[config.mk]
export PLATFORM = sky130hd
export DESIGN_NAME = piecewise_linear_transfer_lut
export DESIGN_NICKNAME = d
export VERILOG_FILES = /design/src/rtl/plt_pkg.sv /design/src/rtl/plt_dp.sv /design/src/rtl/plt_ctrl.sv /design/src/rtl/piecewise_linear_transfer_lut.sv
export SDC_FILE = /design/constraint.sdc
export NUM_CORES = 2
export LEC_CHECK = 0
export ABC_AREA = 1
export BUFFER_PORTS_ARGS = -buffer_cell sky130_fd_sc_hd__buf_2
export CAP_MARGIN = 20
export CORE_ASPECT_RATIO = 0.9
export CORE_MARGIN = 5
export CORE_UTILIZATION = 30
export DETAILED_ROUTE_END_ITERATION = 6
export GPL_TIMING_DRIVEN = 0
export PLACE_DENSITY = 0.51
export SETUP_SLACK_MARGIN = 0.02
export SLEW_MARGIN = 5
export SYNTH_ARGS = -nofsm -noshare
export SYNTH_HDL_FRONTEND = slang
export SYNTH_SLANG_ARGS = --single-unit
[constraint.sdc]
create_clock -name clk_i -period 11 [get_ports clk_i]
set_input_delay 1.1 -clock clk_i [delete_from_list [all_inputs] [get_ports clk_i]]
set_output_delay 1.1 -clock clk_i [all_outputs]
set_load 0.02 [all_outputs]
[src/rtl/plt_pkg.sv]
// ----------------------------------------------------------------------------
// plt_pkg
// Shared constants and controller/datapath command types.
// ----------------------------------------------------------------------------
`default_nettype none

package plt_pkg;

  localparam int unsigned POS_W      = 16;
  localparam int unsigned CHAN_W     = 16;
  localparam int unsigned NUM_CH     = 4;
  localparam int unsigned IDX_W      = 8;
  localparam int unsigned NIDX_W     = 4;
  localparam int unsigned CNT_W      = 5;
  localparam int unsigned QB         = 17;  // quotient bits before saturation
  localparam int unsigned STEP_W     = 5;
  localparam int unsigned IN_DATA_W  = 96;
  localparam int unsigned OUT_DATA_W = 64;

  localparam int unsigned MAX_NODES_DEF  = 16;
  localparam int unsigned TABLE_SIZE_DEF = 256;

  localparam logic [15:0] FIX_ONE = 16'hFFFF;

  // commands from the sequencer to the datapath
  typedef struct packed {
    logic       node_wr;
    logic       idx_cap;
    logic       cap_n1;
    logic       cap_n0;
    logic       span;
    logic       prep;
    logic       ch_mul;
    logic       ch_prep;
    logic       div_step;
    logic       ch_fin;
    logic       out_hit;
    logic       out_zero;
    logic [1:0] ch;
  } plt_cmd_t;

  // status back to the sequencer
  typedef struct packed {
    logic seg_hit;
  } plt_stat_t;

endpackage

`default_nettype wire

[src/rtl/plt_dp.sv]
// ----------------------------------------------------------------------------
// plt_dp
// Node stores, span check, slope multiply and shared restoring divider.
// ----------------------------------------------------------------------------
`default_nettype none

module plt_dp #(
  parameter int unsigned MAX_NODES  = plt_pkg::MAX_NODES_DEF,
  parameter int unsigned TABLE_SIZE = plt_pkg::TABLE_SIZE_DEF
) (
  input  wire logic                              clk_i,
  input  wire plt_pkg::plt_cmd_t                 cmd_i,
  input  wire logic [$clog2(MAX_NODES)-1:0]      rd_addr_i,
  input  wire logic [plt_pkg::NIDX_W-1:0]        node_index_i,
  input  wire logic [plt_pkg::POS_W-1:0]         node_position_i,
  input  wire logic [plt_pkg::OUT_DATA_W-1:0]    node_color_i,
  input  wire logic [plt_pkg::IDX_W-1:0]         table_index_i,
  output plt_pkg::plt_stat_t                     stat_o,
  output logic [plt_pkg::OUT_DATA_W-1:0]         out_data_o,
  output logic                                   out_covered_o
);

  localparam int unsigned AW    = $clog2(MAX_NODES);
  localparam int unsigned TW    = $clog2(TABLE_SIZE);
  localparam logic [TW-1:0] T_VAL = TW'(TABLE_SIZE - 1);
  localparam int unsigned POS_W = plt_pkg::POS_W;
  localparam int unsigned CH_W  = plt_pkg::CHAN_W;
  localparam int unsigned QB    = plt_pkg::QB;
  localparam int unsigned SW    = POS_W + TW + 1;
  localparam int unsigned SPW   = SW - 15;
  localparam int unsigned AIW   = plt_pkg::IDX_W + POS_W;
  localparam int unsigned BW    = POS_W + TW;
  localparam int unsigned MW    = (AIW > BW) ? AIW : BW;
  localparam int unsigned DW    = POS_W + TW;
  localparam int unsigned NW    = CH_W + MW;
  localparam int unsigned CW    = ((NW + 2) > (DW + QB + 1)) ? (NW + 2) : (DW + QB + 1);
  localparam int unsigned KW    = (plt_pkg::IDX_W > SPW) ? plt_pkg::IDX_W : SPW;

  // rounded table position of a node: floor((x*T + 32767) / 65535)
  function automatic logic [SPW-1:0] span_of(input logic [POS_W-1:0] x);
    logic [SW-1:0] v;
    logic [SW-17:0] q0;
    logic [16:0] r;
    v  = SW'(x) * SW'(T_VAL) + SW'(16'h7FFF);
    q0 = v[SW-1:16];
    r  = 17'(v[15:0]) + 17'(q0);
    return SPW'(q0) + SPW'(r >= 17'(plt_pkg::FIX_ONE));
  endfunction

  logic [POS_W-1:0]               pos_mem [MAX_NODES];
  logic [plt_pkg::OUT_DATA_W-1:0] col_mem [MAX_NODES];
  logic [POS_W-1:0]               rd_pos_q;
  logic [plt_pkg::OUT_DATA_W-1:0] rd_col_q;

  logic [plt_pkg::IDX_W-1:0]      idx_q;
  logic [POS_W-1:0]               x0_q, x1_q;
  logic [plt_pkg::OUT_DATA_W-1:0] c0_q, c1_q;
  logic [SPW-1:0]                 start_q, stop_q;
  logic [MW-1:0]                  e_mag_q;
  logic                           e_neg_q, dx_neg_q;
  logic [DW-1:0]                  den_q;
  logic [NW-1:0]                  num_q;
  logic                           neg_q;
  logic [CH_W-1:0]                y0_q;
  logic [CW-1:0]                  rem_q, dcmp_q;
  logic [QB-1:0]                  quo_q;
  logic                           sat_q;
  logic [CH_W-1:0]                res_q [plt_pkg::NUM_CH];
  logic [plt_pkg::OUT_DATA_W-1:0] out_data_q;
  logic                           out_cov_q;

  // node store, one write port and one registered read port
  always_ff @(posedge clk_i) begin
    if (cmd_i.node_wr && (32'(node_index_i) < MAX_NODES)) begin
      pos_mem[AW'(node_index_i)] <= node_position_i;
      col_mem[AW'(node_index_i)] <= node_color_i;
    end
    rd_pos_q <= pos_mem[rd_addr_i];
    rd_col_q <= col_mem[rd_addr_i];
  end

  // span check against the latched index
  logic [KW-1:0] idx_k, start_k, stop_k;
  assign idx_k   = KW'(idx_q);
  assign start_k = KW'(start_q);
  assign stop_k  = KW'(stop_q);
  assign stat_o.seg_hit  = (x0_q != x1_q) &&
                           ((idx_k == start_k) || ((idx_k > start_k) && (idx_k <= stop_k)));

  // segment setup terms
  logic [MW-1:0]    a_w, b_w;
  logic [POS_W-1:0] dx_mag;
  assign a_w    = (MW'(idx_q) << 16) - MW'(idx_q);
  assign b_w    = MW'(x0_q) * MW'(T_VAL);
  assign dx_mag = (x1_q < x0_q) ? (x0_q - x1_q) : (x1_q - x0_q);

  // per-channel terms
  logic [CH_W-1:0] y0_w, y1_w, dy_mag;
  assign y0_w   = c0_q[cmd_i.ch*CH_W +: CH_W];
  assign y1_w   = c1_q[cmd_i.ch*CH_W +: CH_W];
  assign dy_mag = (y1_w < y0_w) ? (y0_w - y1_w) : (y1_w - y0_w);

  // rounded dividend, N = 2*num + den, divisor D = 2*den
  logic [CW-1:0] n_full, d_top;
  assign n_full = (CW'(num_q) << 1) + CW'(den_q);
  assign d_top  = CW'(den_q) << (QB + 1);

  // final add or subtract with clamp
  logic [QB-1:0] q_w;
  logic [QB:0]   sum_w;
  logic [CH_W-1:0] v_w;
  assign q_w   = sat_q ? {QB{1'b1}} : quo_q;
  assign sum_w = (QB + 1)'(y0_q) + (QB + 1)'(q_w);
  always_comb begin
    if (neg_q) begin
      v_w = ((QB)'(y0_q) < q_w) ? '0 : CH_W'((QB)'(y0_q) - q_w);
    end else begin
      v_w = (sum_w > (QB + 1)'(plt_pkg::FIX_ONE)) ? plt_pkg::FIX_ONE : CH_W'(sum_w);
    end
  end

  // datapath registers
  always_ff @(posedge clk_i) begin
    if (cmd_i.idx_cap) begin
      idx_q <= table_index_i;
    end
    if (cmd_i.cap_n1) begin
      x1_q <= rd_pos_q;
      c1_q <= rd_col_q;
    end
    if (cmd_i.cap_n0) begin
      x0_q <= rd_pos_q;
      c0_q <= rd_col_q;
    end
    if (cmd_i.span) begin
      start_q <= span_of(x0_q);
      stop_q  <= span_of(x1_q);
    end
    if (cmd_i.prep) begin
      e_neg_q  <= b_w > a_w;
      e_mag_q  <= (b_w > a_w) ? (b_w - a_w) : (a_w - b_w);
      dx_neg_q <= x1_q < x0_q;
      den_q    <= DW'(dx_mag) * DW'(T_VAL);
    end
    if (cmd_i.ch_mul) begin
      num_q <= NW'(dy_mag) * NW'(e_mag_q);
      neg_q <= (y1_w < y0_w) ^ e_neg_q ^ dx_neg_q;
      y0_q  <= y0_w;
    end
    if (cmd_i.ch_prep) begin
      sat_q  <= n_full >= d_top;
      rem_q  <= n_full;
      dcmp_q <= CW'(den_q) << QB;
      quo_q  <= '0;
    end
    if (cmd_i.div_step) begin
      if (rem_q >= dcmp_q) begin
        rem_q <= rem_q - dcmp_q;
        quo_q <= {quo_q[QB-2:0], 1'b1};
      end else begin
        quo_q <= {quo_q[QB-2:0], 1'b0};
      end
      dcmp_q <= dcmp_q >> 1;
    end
    if (cmd_i.ch_fin) begin
      res_q[cmd_i.ch] <= v_w;
    end
    if (cmd_i.out_hit) begin
      out_data_q <= {res_q[3], res_q[2], res_q[1], res_q[0]};
      out_cov_q  <= 1'b1;
    end else if (cmd_i.out_zero) begin
      out_data_q <= '0;
      out_cov_q  <= 1'b0;
    end
  end

  assign out_data_o    = out_data_q;
  assign out_covered_o = out_cov_q;

endmodule

`default_nettype wire

[src/rtl/plt_ctrl.sv]
// ----------------------------------------------------------------------------
// plt_ctrl
// Sequencer: segment walk, channel loop, divider steps and output register.
// ----------------------------------------------------------------------------
`default_nettype none

module plt_ctrl #(
  parameter int unsigned MAX_NODES = plt_pkg::MAX_NODES_DEF
) (
  input  wire logic                          clk_i,
  input  wire logic                          rst_ni,
  input  wire logic                          cfg_wr_en_i,
  input  wire logic [plt_pkg::CNT_W-1:0]     cfg_wr_data_i,
  input  wire logic                          in_valid_i,
  input  wire logic                          in_func_i,
  output logic                               in_ready_o,
  output logic                               out_valid_o,
  input  wire logic                          out_ready_i,
  input  wire plt_pkg::plt_stat_t            stat_i,
  output plt_pkg::plt_cmd_t                  cmd_o,
  output logic [$clog2(MAX_NODES)-1:0]       rd_addr_o
);

  localparam int unsigned AW = $clog2(MAX_NODES);
  localparam logic [plt_pkg::STEP_W-1:0] LAST_STEP = plt_pkg::STEP_W'(plt_pkg::QB - 1);

  typedef enum logic [3:0] {
    ST_IDLE, ST_RD1, ST_RD0, ST_CAP, ST_SPAN, ST_CHECK, ST_PREP,
    ST_MUL, ST_DPREP, ST_DIV, ST_FIN, ST_DONE_HIT, ST_DONE_ZERO
  } state_e;

  state_e                      state_q;
  logic [AW-1:0]               seg_q;
  logic [1:0]                  ch_q;
  logic [plt_pkg::STEP_W-1:0]  step_q;
  logic [plt_pkg::CNT_W-1:0]   node_count_q;
  logic                        out_valid_q;

  logic        accept, out_free, out_load;
  logic [31:0] n_eff;
  assign accept   = in_valid_i && (state_q == ST_IDLE);
  assign out_free = !out_valid_q || out_ready_i;
  assign out_load = ((state_q == ST_DONE_HIT) || (state_q == ST_DONE_ZERO)) && out_free;
  assign n_eff    = (32'(node_count_q) > MAX_NODES) ? MAX_NODES : 32'(node_count_q);

  // sequencer and registered outputs
  always_ff @(posedge clk_i or negedge rst_ni) begin
    if (!rst_ni) begin
      state_q      <= ST_IDLE;
      seg_q        <= '0;
      ch_q         <= '0;
      step_q       <= '0;
      node_count_q <= '0;
      out_valid_q  <= 1'b0;
    end else begin
      if (cfg_wr_en_i) begin
        node_count_q <= cfg_wr_data_i;
      end
      if (out_load) begin
        out_valid_q <= 1'b1;
      end else if (out_valid_q && out_ready_i) begin
        out_valid_q <= 1'b0;
      end
      unique case (state_q)
        ST_IDLE: begin
          if (accept) begin
            seg_q <= AW'(n_eff - 32'd2);
            if (in_func_i && (n_eff >= 32'd2)) begin
              state_q <= ST_RD1;
            end else begin
              state_q <= ST_DONE_ZERO;
            end
          end
        end
        ST_RD1:   state_q <= ST_RD0;
        ST_RD0:   state_q <= ST_CAP;
        ST_CAP:   state_q <= ST_SPAN;
        ST_SPAN:  state_q <= ST_CHECK;
        ST_CHECK: begin
          if (stat_i.seg_hit) begin
            state_q <= ST_PREP;
          end else if (seg_q == '0) begin
            state_q <= ST_DONE_ZERO;
          end else begin
            seg_q   <= seg_q - 1'b1;
            state_q <= ST_RD1;
          end
        end
        ST_PREP: begin
          ch_q    <= '0;
          state_q <= ST_MUL;
        end
        ST_MUL: state_q <= ST_DPREP;
        ST_DPREP: begin
          step_q  <= '0;
          state_q <= ST_DIV;
        end
        ST_DIV: begin
          step_q <= step_q + 1'b1;
          if (step_q == LAST_STEP) begin
            state_q <= ST_FIN;
          end
        end
        ST_FIN: begin
          if (ch_q == 2'd3) begin
            state_q <= ST_DONE_HIT;
          end else begin
            ch_q    <= ch_q + 1'b1;
            state_q <= ST_MUL;
          end
        end
        ST_DONE_HIT, ST_DONE_ZERO: begin
          if (out_free) begin
            state_q <= ST_IDLE;
          end
        end
        default: state_q <= ST_IDLE;
      endcase
    end
  end

  // commands decoded from state
  always_comb begin
    cmd_o          = '0;
    cmd_o.ch       = ch_q;
    cmd_o.node_wr  = accept && !in_func_i;
    cmd_o.idx_cap  = accept && in_func_i;
    cmd_o.cap_n1   = (state_q == ST_RD0);
    cmd_o.cap_n0   = (state_q == ST_CAP);
    cmd_o.span     = (state_q == ST_SPAN);
    cmd_o.prep     = (state_q == ST_PREP);
    cmd_o.ch_mul   = (state_q == ST_MUL);
    cmd_o.ch_prep  = (state_q == ST_DPREP);
    cmd_o.div_step = (state_q == ST_DIV);
    cmd_o.ch_fin   = (state_q == ST_FIN);
    cmd_o.out_hit  = (state_q == ST_DONE_HIT) && out_free;
    cmd_o.out_zero = (state_q == ST_DONE_ZERO) && out_free;
  end

  assign rd_addr_o   = (state_q == ST_RD1) ? AW'(seg_q + 1'b1) : seg_q;
  assign in_ready_o  = (state_q == ST_IDLE);
  assign out_valid_o = out_valid_q;

endmodule

`default_nettype wire

[src/rtl/piecewise_linear_transfer_lut.sv]
// ----------------------------------------------------------------------------
// piecewise_linear_transfer_lut
// Piecewise-linear RGBA transfer function lookup over stored control nodes.
// ----------------------------------------------------------------------------
// One item at a time. A node write yields a zero, uncovered result.
// An evaluate walks the segments until one covers the index or none is
// left, and on a hit then computes all four channels: the node store has one
// read port, so each segment costs two reads plus span check, and each of
// the four channels then runs a 17-step restoring divide on one shared unit.
// A new item is accepted while a finished result still waits in the output
// register.
`default_nettype none

module piecewise_linear_transfer_lut #(
  parameter int unsigned MAX_NODES  = plt_pkg::MAX_NODES_DEF,
  parameter int unsigned TABLE_SIZE = plt_pkg::TABLE_SIZE_DEF
) (
  input  wire logic                               clk_i,
  input  wire logic                               rst_ni,
  input  wire logic                               cfg_wr_en_i,
  input  wire logic [plt_pkg::CNT_W-1:0]          cfg_wr_data_i,   // node_count
  input  wire logic                               s_axis_tvalid_i,
  output logic                                    s_axis_tready_o,
  // node_index, node_position, node_red, node_green, node_blue, node_alpha,
  // table_index, zero pad
  input  wire logic [plt_pkg::IN_DATA_W-1:0]      s_axis_tdata_i,
  input  wire logic                               s_axis_tuser_i,  // func
  output logic                                    m_axis_tvalid_o,
  input  wire logic                               m_axis_tready_i,
  // out_red, out_green, out_blue, out_alpha
  output logic [plt_pkg::OUT_DATA_W-1:0]          m_axis_tdata_o,
  output logic                                    m_axis_tuser_o   // covered
);

  plt_pkg::plt_cmd_t              cmd;
  plt_pkg::plt_stat_t             stat;
  logic [$clog2(MAX_NODES)-1:0]   rd_addr;

  // sequencer
  plt_ctrl #(
    .MAX_NODES (MAX_NODES)
  ) u_ctrl (
    .clk_i         (clk_i),
    .rst_ni        (rst_ni),
    .cfg_wr_en_i   (cfg_wr_en_i),
    .cfg_wr_data_i (cfg_wr_data_i),
    .in_valid_i    (s_axis_tvalid_i),
    .in_func_i     (s_axis_tuser_i),
    .in_ready_o    (s_axis_tready_o),
    .out_valid_o   (m_axis_tvalid_o),
    .out_ready_i   (m_axis_tready_i),
    .stat_i        (stat),
    .cmd_o         (cmd),
    .rd_addr_o     (rd_addr)
  );

  // datapath
  plt_dp #(
    .MAX_NODES  (MAX_NODES),
    .TABLE_SIZE (TABLE_SIZE)
  ) u_dp (
    .clk_i           (clk_i),
    .cmd_i           (cmd),
    .rd_addr_i       (rd_addr),
    .node_index_i    (s_axis_tdata_i[3:0]),
    .node_position_i (s_axis_tdata_i[19:4]),
    .node_color_i    (s_axis_tdata_i[83:20]),
    .table_index_i   (s_axis_tdata_i[91:84]),
    .stat_o          (stat),
    .out_data_o      (m_axis_tdata_o),
    .out_covered_o   (m_axis_tuser_o)
  );

endmodule

`default_nettype wire

==> results by stage <==
Power and ir drop:
- For this design the ratio of total power to cell area is 117 nW/um^2.
- Net switching is 20.6% of the power.
- The maximum VDD drop is 137 uV.
- The clock power share is 47.0%.
- Summed over all nets, the switching power comes to 3.11 mW.
- The leakage power figure is 52.3 nW.
- The sequential share of power is 52.3%.
- The share of power burned in combinational logic is 0.7%.
- The total internal power is 12.0 mW.

Clock network:
- The clock tree root driver cell is sky130_fd_sc_hd__clkbuf_16.
- The post-cts hold buffer count is 0.
- TritonCTS built the clock tree.
- The clock latency of the later-clocked register in the worst-skew pair is 0.92 ns.
- The clock-pin slew reported for the worst setup and hold paths after clock tree synthesis is 0.06 ns.
- The number of H-tree levels is 4.
- The clock drives 1906 sinks.
- Counting along the longest clock path gives a buffer depth of 4.
- Clock tree synthesis inserted a total of 209 buffers.

Yosys:
- Yosys instantiated no cell more often than sky130_fd_sc_hd__inv_1.
- Of the synthesized area, sequential elements account for 49.4%.
- Yosys attributes the largest share of cell area to sky130_fd_sc_hd__edfxtp_1 47%, sky130_fd_sc_hd__fa_1 10%, sky130_fd_sc_hd__inv_1 6.3%, sky130_fd_sc_hd__ha_1 6.2%, sky130_fd_sc_hd__nand2_1 5.4%.
- By count the netlist is led by 1887 x sky130_fd_sc_hd__inv_1, 1762 x sky130_fd_sc_hd__edfxtp_1, 1637 x sky130_fd_sc_hd__nand2_1.
- The proportion of synthesized flip-flops having asynchronous set or reset is 1.10%.
- Of all cell types, the one taking the most synthesized area is sky130_fd_sc_hd__edfxtp_1.
- The mean instance size in the synthesized netlist is 9.86 sq um.
- The number of nets handed over by synthesis was 12700.
- After synthesis the cells add up to 113000 sq um.
- The number of warnings reported in the yosys synthesis log is 0.
- The number of distinct library cells after synthesis is 59.
- Yosys mapped a number of flops with a built-in enable equal to 1762.
- The leading register cell type out of synthesis is sky130_fd_sc_hd__edfxtp_1.
- The portion of synthesized cell area occupied by the leading cell type is 46.7%.
- Counting every instance in the synthesized netlist gives 11500.
- The number of storage elements in the synthesis netlist is 1906.

STA:
- Dividing the final minimum period by the clock period gives 95.5%.
- The total count of hold-check failures in the final report came to 0.
- The sum of negative setup slack is 0 ns.
- The minimum clock period after layout is 10.50 ns.
- The final count of pins violating max slew is 0.
- The relative max-transition margin is 21.8%.
- On the final layout, the worst clock skew is 0.0921 ns.
- The worst-margin pin slew is 1.17 ns.
- Setup repair after global routing left no endpoint under its margin.
- The final setup violation count is 0.
- Derived from the worst setup path, the maximum achievable clock frequency is 95.2 MHz.

Global route:
- The via count of the first global-routing pass is 81200.
- Global routing finished with a remaining overflow of 0.
- The overall routing resource usage is 18.3%.
- The maximum number of pins on one net before global-route repair is 36.
- The first-pass GRT wire length is 537000 um.
- The initial antenna violation count was 40.

Placement:
- Once detailed placement completed, the half-perimeter wirelength came to 284000 um.
- The routability congestion estimate is 0.938.
- The count of buffers inserted at the top-level ports is 168.
- After detailed placement, the total cell area comes to 122000 sq um.

Die:
- The die is 658 um wide.
- The initial utilization of the core area, before any placement, comes to 30.0%.
- For this design the top-level I/O count stands at 174.
- The core region is 377000 sq um.
- The die outline area is 390000 sq um.
- The number of standard-cell rows in the floorplan is 214.
- The die outline height is 593 um.

Setup path:
- The worst setup path is captured at a flip-flop.
- The largest stage delay on the critical path is 0.67 ns.
- Counting stages on the worst path, the most repeated cell is sky130_fd_sc_hd__inv_1.
- The largest individual stage delay along the critical path comes from the cell sky130_fd_sc_hd__a32oi_2.
- The critical path launch point type is a flip-flop.
- The required time at the endpoint of the critical path is 11.57 ns.
- Data arrives at the worst endpoint at 11.07 ns.
- The critical path is of the reg -> reg type.
- The largest fanout on the critical path is 10.

Final layout:
- The area of all placed cells without fillers is 129000 sq um.
- After the last flow step, the layout net total stands at 13200.
- The post-synthesis to final-layout area growth is 14.2%.
- The layout cell share with drive strength beyond 1 is 6.72%.

Detailed routing:
- The first detailed-routing pass took 6 iterations.
- The routed design has 366000 um of wire.
- The routed length per placed instance is 21.4 um.
- The total DRC errors in the routed layout is 0.
- The detailed router placed 83000 vias in this run.
- Dividing the detail-routed via count by the number of cells gives 4.85.
- The remaining number of nets flagged by the antenna check after routing is 0.
- The DRC marker count from the first detailed-route iteration is 7017.

Worst hold path:
- The path category of the worst min-delay check is in -> async.

Flow run:
- Across the run, the number of max-cap violations was 0.

Outcome:
- The run finished with clean final reports.
==> cell usage in the layout (no fill, tap or decap), types with 91 or more instances in the layout <==
| master | count |
|---|---|
| sky130_fd_sc_hd__inv_1 | 1887 |
| sky130_fd_sc_hd__edfxtp_1 | 1762 |
| sky130_fd_sc_hd__nand2_1 | 1637 |
| sky130_fd_sc_hd__a21oi_1 | 1081 |
| sky130_fd_sc_hd__nor2_1 | 818 |
| sky130_fd_sc_hd__o21ai_0 | 671 |
| sky130_fd_sc_hd__fa_1 | 575 |
| sky130_fd_sc_hd__ha_1 | 561 |
| sky130_fd_sc_hd__o21ai_1 | 536 |
| sky130_fd_sc_hd__nand3_1 | 401 |
| sky130_fd_sc_hd__buf_2 | 319 |
| sky130_fd_sc_hd__clkbuf_1 | 312 |
| sky130_fd_sc_hd__clkbuf_16 | 210 |
| sky130_fd_sc_hd__o211ai_1 | 206 |
| sky130_fd_sc_hd__xor2_1 | 188 |
| sky130_fd_sc_hd__dfxtp_1 | 123 |
| sky130_fd_sc_hd__nand4_1 | 91 |
==> flip-flops by register name, summed over array words and instances, names as in the netlist, 8 cells and up <==
signal,count
u_dp.col_mem,1024
u_dp.pos_mem,256
u_dp.c0_q,64
u_dp.c1_q,64
u_dp.out_data_o,64
u_dp.rd_col_q,64
u_dp.res_q,64
u_dp.rem_q,42
u_dp.dcmp_q,41
u_dp.num_q,40
u_dp.den_q,24
u_dp.e_mag_q,24
u_dp.quo_q,17
u_dp.rd_pos_q,16
u_dp.x0_q,16
u_dp.x1_q,16
u_dp.y0_q,16
u_dp.start_k,10
u_dp.stop_k,10
u_dp.idx_q,8
==> stage by stage <==
| step | setup WS (ns) | hold slack (ns) | utilization (%) | instances | power [mW] |
|---|---|---|---|---|---|
| 6_report | 0.497 | 0.296 | 34.3 | 17100 | 15.1 |
| 2_1_floorplan | 2.95 | 0.404 | - | 11500 | 8.04 |
| 4_1_cts | 0.340 | 0.269 | 34.3 | 17100 | 15.2 |
| 3_5_place_dp | 0.416 | 0.412 | 32.4 | 16700 | 8.14 |
| 3_3_place_gp | 0.349 | 0.410 | 31.9 | 16600 | 8.14 |
| 5_1_grt | 0.0742 | 0.308 | 34.3 | 17100 | 15.5 |
==> power groups by stage <==
stage	combinational (mW)	sequential, mW	clock, mW
5_1_grt	0.120	7.87	7.53
2_1_floorplan	0.00748	8.03	0
4_1_cts	0.110	7.88	7.23
3_3_place_gp	0.105	8.03	0
6_report	0.109	7.88	7.08
3_5_place_dp	0.110	8.03	0
==> kinds of logic after synthesis <==
group | count (synthesis) | share of synthesized area, %
compound gates | 2698 | 12.9
xor+xnor | 260 | 2.02
fa+ha+maj | 1136 | 16.4
buf+inv | 2354 | 8.01
flops | 1906 | 49.4
mux | 1 | 0.00995
simple gates | 3126 | 11.3
==> final cells by class <==
| cell class | instances | area (sq um) |
|---|---|---|
| multi-input cells | 7221 | 48500 |
| well taps | 4968 | 6220 |
| flip-flops and latches | 1906 | 55900 |
| plain buffers | 450 | 1940 |
| fillers | 38400 | 247000 |
| clock inverters | 109 | 1270 |
| repair buffers | 247 | 2510 |
| clock buffers | 278 | 5630 |
| inverters | 1904 | 7150 |
| diodes | 42 | 105 |
==> worst max-delay path, delay by kind of cell (launching register included) <==
family | cells | cell delay [ns]
AND/OR/NAND/NOR | 10 | 2.21
XOR/XNOR | 1 | 0.08
buffers and inverters | 11 | 2.34
flip-flops | 1 | 0.45
AO/OA/AOI/OAI | 3 | 1.24
adder cells (fa/ha/maj) | 8 | 3.88
==> metal layers <==
layer	vias to the layer above	share of wire, %	wire, um	GRT usage (%)
met5	-	0.021	76	0
met3	490	7.4	26900	3.44
met2	2625	45	166000	29.4
met4	12	3.1	11200	5.18
met1	40300	44	162000	25.2
li1	39500	-	-	-
==> final timing paths <==
check / from / to / slack, ns / cells past startpoint
max in group asynchronous: rst_ni / u_ctrl.out_valid_o$_DFFE_PN0P_ / 10.26 / 1
worst min register to register: u_dp.rd_pos_q[12]$_DFF_P_ / u_dp.x0_q[12]$_DFFE_PP_ / 0.36 / 0
worst max-delay path: u_ctrl.ch_q[0]$_DFFE_PN0P_ / u_dp.num_q[39]$_DFFE_PN_ / 0.50 / 33
min in group clk_i: u_dp.rd_pos_q[12]$_DFF_P_ / u_dp.x0_q[12]$_DFFE_PP_ / 0.36 / 0
worst min-delay path: rst_ni / u_ctrl.ch_q[1]$_DFFE_PN0P_ / 0.30 / 1
worst max register to register: u_ctrl.ch_q[0]$_DFFE_PN0P_ / u_dp.num_q[39]$_DFFE_PN_ / 0.50 / 33
==> repair_timing <==
action	in CTS	in global routing
gates resized for setup	0	23
setup buffers	0	0
hold endpoints to repair	0	0
endpoints found under the setup margin	0	20
Note: power is estimated with default switching activity, not from simulation.
